File: src/sv/tmq_pkg.sv
// shared types, codes and time helpers for the timed sorted message queue
`default_nettype none
package tmq_pkg;

  localparam int TIME_W = 64;
  localparam int SIZE_W = 32;
  localparam int FUNC_W = 2;
  localparam int TAGIN_W = 16;

  typedef logic [TIME_W-1:0] time_t;
  typedef logic [SIZE_W-1:0] size_t;
  typedef logic [FUNC_W-1:0] func_t;

  localparam func_t FUNC_INSERT = 2'd0;
  localparam func_t FUNC_POP    = 2'd1;
  localparam func_t FUNC_UPDATE = 2'd2;

  // controller to datapath
  typedef struct packed {
    logic load;
    logic start_search;
    logic search_step;
    logic place;
    logic pop;
    logic update;
    logic prop_step;
    logic commit;
  } cmd_t;

  // datapath to controller
  typedef struct packed {
    logic is_insert;
    logic is_pop;
    logic is_update;
    logic full;
    logic empty;
    logic search_more;
    logic prop_more;
    logic out_free;
  } status_t;

  // saturating time sum
  function automatic time_t sat_add(time_t a, time_t b);
    logic [TIME_W:0] s;
    s = {1'b0, a} + {1'b0, b};
    return s[TIME_W] ? {TIME_W{1'b1}} : s[TIME_W-1:0];
  endfunction

  function automatic time_t max_time(time_t a, time_t b);
    return (a > b) ? a : b;
  endfunction

endpackage
`default_nettype wire

File: src/sv/tmq_ctrl.sv
// controller state machine sequencing search, placement and push-back
`default_nettype none
module tmq_ctrl (
  input  wire logic clk,
  input  wire logic rst,
  input  wire logic req_fire,
  output logic req_ready,
  input  tmq_pkg::status_t st,
  output tmq_pkg::cmd_t cmd
);
  import tmq_pkg::*;

  typedef enum logic [4:0] {
    S_IDLE   = 5'b00001,
    S_DECODE = 5'b00010,
    S_SEARCH = 5'b00100,
    S_PROP   = 5'b01000,
    S_DONE   = 5'b10000
  } state_t;

  state_t state, state_next;

  // state register
  always_ff @(posedge clk) begin
    if (rst) state <= S_IDLE;
    else state <= state_next;
  end

  // next state and commands
  always_comb begin
    state_next = state;
    cmd = '0;
    req_ready = 1'b0;
    case (state)
      S_IDLE: begin
        req_ready = 1'b1;
        if (req_fire) begin
          cmd.load = 1'b1;
          state_next = S_DECODE;
        end
      end
      S_DECODE: begin
        if (st.is_insert && !st.full) begin
          cmd.start_search = 1'b1;
          state_next = S_SEARCH;
        end else if (st.is_pop && !st.empty) begin
          cmd.pop = 1'b1;
          state_next = S_DONE;
        end else if (st.is_update && !st.empty) begin
          cmd.update = 1'b1;
          state_next = S_PROP;
        end else begin
          state_next = S_DONE;
        end
      end
      S_SEARCH: begin
        if (st.search_more) cmd.search_step = 1'b1;
        else begin
          cmd.place = 1'b1;
          state_next = S_PROP;
        end
      end
      S_PROP: begin
        if (st.prop_more) cmd.prop_step = 1'b1;
        else state_next = S_DONE;
      end
      S_DONE: begin
        if (st.out_free) begin
          cmd.commit = 1'b1;
          state_next = S_IDLE;
        end
      end
      default: state_next = S_IDLE;
    endcase
  end
endmodule
`default_nettype wire

File: config.mk
export PLATFORM = sky130hd
export DESIGN_NAME = tmq_ctrl
export DESIGN_NICKNAME = d
export VERILOG_FILES = /design/src/sv/tmq_pkg.sv /design/src/sv/tmq_ctrl.sv
export SDC_FILE = /design/constraint.sdc
export NUM_CORES = 1
export LEC_CHECK = 0
export BUFFER_PORTS_ARGS = -buffer_cell sky130_fd_sc_hd__buf_2
export CAP_MARGIN = 10
export CELL_PAD_IN_SITES_DETAIL_PLACEMENT = 1
export CELL_PAD_IN_SITES_GLOBAL_PLACEMENT = 1
export CORE_AREA = 2 2 39 41
export CTS_CLUSTER_DIAMETER = 30
export DETAILED_ROUTE_END_ITERATION = 10
export DIE_AREA = 0 0 41 43
export GPL_ROUTABILITY_DRIVEN = 0
export MAX_ROUTING_LAYER = met4
export PLACE_DENSITY_LB_ADDON = 0.1
export REMOVE_ABC_BUFFERS = 1
export SYNTH_ARGS = -nofsm -noshare
export SYNTH_HDL_FRONTEND = slang
export SYNTH_SLANG_ARGS = --single-unit
File: constraint.sdc
create_clock -name clk -period 4.4 [get_ports clk]
set_clock_uncertainty 0.2 [all_clocks]
set_input_delay 0.44 -clock clk [delete_from_list [all_inputs] [get_ports clk]]
set_output_delay 0.44 -clock clk [all_outputs]
set_load 0.005 [all_outputs]
==> summary.md <==
| Metric | Value |
|---|---|
| Die W | 41 um |
| Measured slew at the worst slew-check pin | 0.280 ns |
| Worst path top cell family by delay | simple AND/OR/NAND/NOR gates |
| MaxCap Viol Count | 0 |
| WP buf/inv | 1 |
| Setup WS post-layout | 2.39 ns |
| Power Density | 320 nW/um^2 |
| Slew Viols, Final | 0 |
| RSZ-0062 raised after global routing | false |
| Sw Share | 0.312 |
| Hold_ws | 0.199 ns |
| Core footprint | 1380 um^2 |
| I/O Buffers | 19 |
| Min-delay worst type | primary input to flip-flop |
| Sink Count | 5 |
| DRC viols | 0 |
| DRT Wirelength | 926 um |
| Layout cell share with drive strength beyond 1 | 0.400 |
| FP Rows | 14 |
| DR iter-0 viols | 3 |
| CP max FO | 6 |
| Status | finished clean |
| Cell at the slowest stage of the critical path | dfxtp_1 |
| Leak | 0.250 nW |
| Max Freq | 499 MHz |
| Vias in the first global route | 388 |
| Detailed placement HPWL | 806 um |
| Layout Nets | 77 |
| Dpl ws | 2.53 ns |
| Mapped cell area | 354 um^2 |
| IO Pins | 20 |
| Largest register FFs | 5 |
| Commonest non-fill, non-tap cell in the layout | buf_2 |
| Register area | 100 um^2 |
| Final hold vios | 0 |
| Int Pwr | 109 uW |
| Yosys warns | 0 |
| Hold_buf cts | 0 |
| Die span in y | 43 um |
| Clk pwr share | 0.341 |
| GRT overflow | 0 |
| First-pass GRT wire length | 1540 um |
| Seq/Total Area, Yosys | 0.283 |
| Synthesis-to-finish area growth | 39.9% |
| Post-CTS resize count | 0 |
| Distinct cells, synth | 25 |
| Post-route ant nets | 0 |
| Flop pwr share | 0.362 |
| CTS root buf | clkbuf_4 |
| Comb pwr share | 0.297 |
| Num CTS Buffers | 3 |
| Maximum VDD drop | 0.203 mV |
| CP peak stage delay | 0.36 ns |
| Max-slew headroom | 0.813 |
| Total track usage | 0.133 |
| Most frequent cells in the layout | buf_2 (19), nor2_1 (6), dfxtp_1 (5) |
| Reg with most FFs | state |
| Largest regs | state: 5 flops |
| Setup Viol. Count Final | 0 |
| CP Launch Type | flip-flop |
| DR WL/cell | 11.4 um |
| CP Class | flip-flop to output port |
| CP Capture Type | output port |
| Routed vias | 401 |
| Postcts setup bufs | 0 |
| Final Cycle Share | 0.456 |
| Initial core utilization | 0.256 |
| Setup TNS | 0 ns |
| Final Power | 159 uW |
| DIE AREA | 1760 um^2 |
| Register bit count reported by yosys | 5 |
| Reg clk slew, reported paths | 0.05 ns |
| Avg Vias per Cell | 4.95 |
| Ant. Diodes | 0 |
| Fillers | 190 |
| Number of antenna violations at the first check in global routing | 0 |
| Finished Core Util | 0.358 |
| Clock Latency Late Sink | 0.25 ns |
| CP Cell Sequence | nor3_4, nand3_1, nor3b_1, buf_2 |
| Largest net degree at the start of global routing | 7 |
| Footprint of the multi-input gates | 239 um^2 |
| Worst Path Required | 3.76 ns |
| Clock period minus worst slack | 2.01 ns |
| WP data arrival | 1.37 ns |
| Net Switching | 49.5 uW |
| Drt first pass iters | 2 |
| CTS H-tree lvls | 1 |
| Syn_area_per_cell | 8.43 um^2 |
| CTS tree | done |
| Post-Synthesis Cells | 42 |
| Longest Clk Path Bufs | 2 |
[metal layers]
| layer | up-vias | track usage | routed length [um] |
|---|---|---|---|
| met4 | 0 | 0.0200 | 0 |
| met1 | 178 | 0.165 | 419 |
| li1 | 206 | - | - |
| met2 | 17 | 0.188 | 429 |
| met3 | 0 | 0.0785 | 77 |
| met5 | - | - | 0 |
[through the flow]
step                std cells  area [um^2]
global placement           77          469
finish                     81          495
global route               81          495
floorplan                  42          354
detailed placement         77          469
CTS                        81          495
[path summary, 6_finish.rpt]
| check | from | endpoint | slack (ns) | cells past startpoint |
|---|---|---|---|---|
| max reg2reg | state[4]$_SDFFE_PP0P_ | state[3]$_SDFFE_PP0P_ | 2.82 | 4 |
| max | state[4]$_SDFFE_PP0P_ | cmd[3] | 2.39 | 4 |
| min reg2reg | state[0]$_SDFFE_PP1P_ | state[1]$_SDFFE_PP0P_ | 0.39 | 2 |
| min | rst | state[1]$_SDFFE_PP0P_ | 0.20 | 2 |
[power by group through the flow]
| stage | clock network, mW | registers, mW | logic [mW] |
|---|---|---|---|
| 2_1_floorplan | 0 | 0.0567 | 0.0325 |
| 3_3_place_gp | 0 | 0.0591 | 0.0486 |
| 3_5_place_dp | 0 | 0.0587 | 0.0481 |
| 4_1_cts | 0.0560 | 0.0578 | 0.0482 |
| 5_1_grt | 0.0591 | 0.0583 | 0.0538 |
| 6_report | 0.0541 | 0.0575 | 0.0471 |
[cell type report]
cell class / instances / area share
flip-flops and latches: 5 / 0.202
clock buffers: 4 / 0.0530
well taps: 16 / 0.0404
inverters: 4 / 0.0303
repair buffers: 19 / 0.192
multi-input cells: 33 / 0.482
[cell usage after synthesis]
cell type / number / share of area
nor3_2: 1 / 0.028
a31o_1: 1 / 0.025
nand4_1: 3 / 0.053
nor2_1: 6 / 0.064
o221ai_1: 1 / 0.025
and4b_2: 1 / 0.032
o2111ai_1: 1 / 0.025
inv_1: 4 / 0.042
nor2b_1: 1 / 0.018
nor3_4: 1 / 0.046
o21a_1: 1 / 0.021
a21oi_1: 1 / 0.014
or3b_1: 1 / 0.025
nand4b_1: 1 / 0.025
dfxtp_1: 5 / 0.28
o221a_1: 1 / 0.032
nand3_1: 3 / 0.042
nand2_1: 2 / 0.021
nor3_1: 1 / 0.014
nand3b_1: 1 / 0.021
nor3b_1: 1 / 0.021
o2111a_1: 1 / 0.032
and2_1: 1 / 0.018
nand3b_4: 1 / 0.057
nand2b_1: 1 / 0.018
[kinds of logic (layout without fill, tap and decap cells)]
kind of cell / count (synthesis) / after routing / share of synthesized area
and+or+nand+nor: 26 / 26 / 0.502
AOI/OAI and AO/OA: 7 / 7 / 0.173
DFF: 5 / 5 / 0.283
buffers and inverters: 4 / 27 / 0.0424
[worst register-to-register path, cell delays in order (launching register included)]
cell and delay [ns]:
dfxtp_1 0.36, nor3_4 0.29, nand3b_4 0.14, o2111a_1 0.25, o221a_1 0.23
No activity file was read; power rests on OpenSTA's default activity.
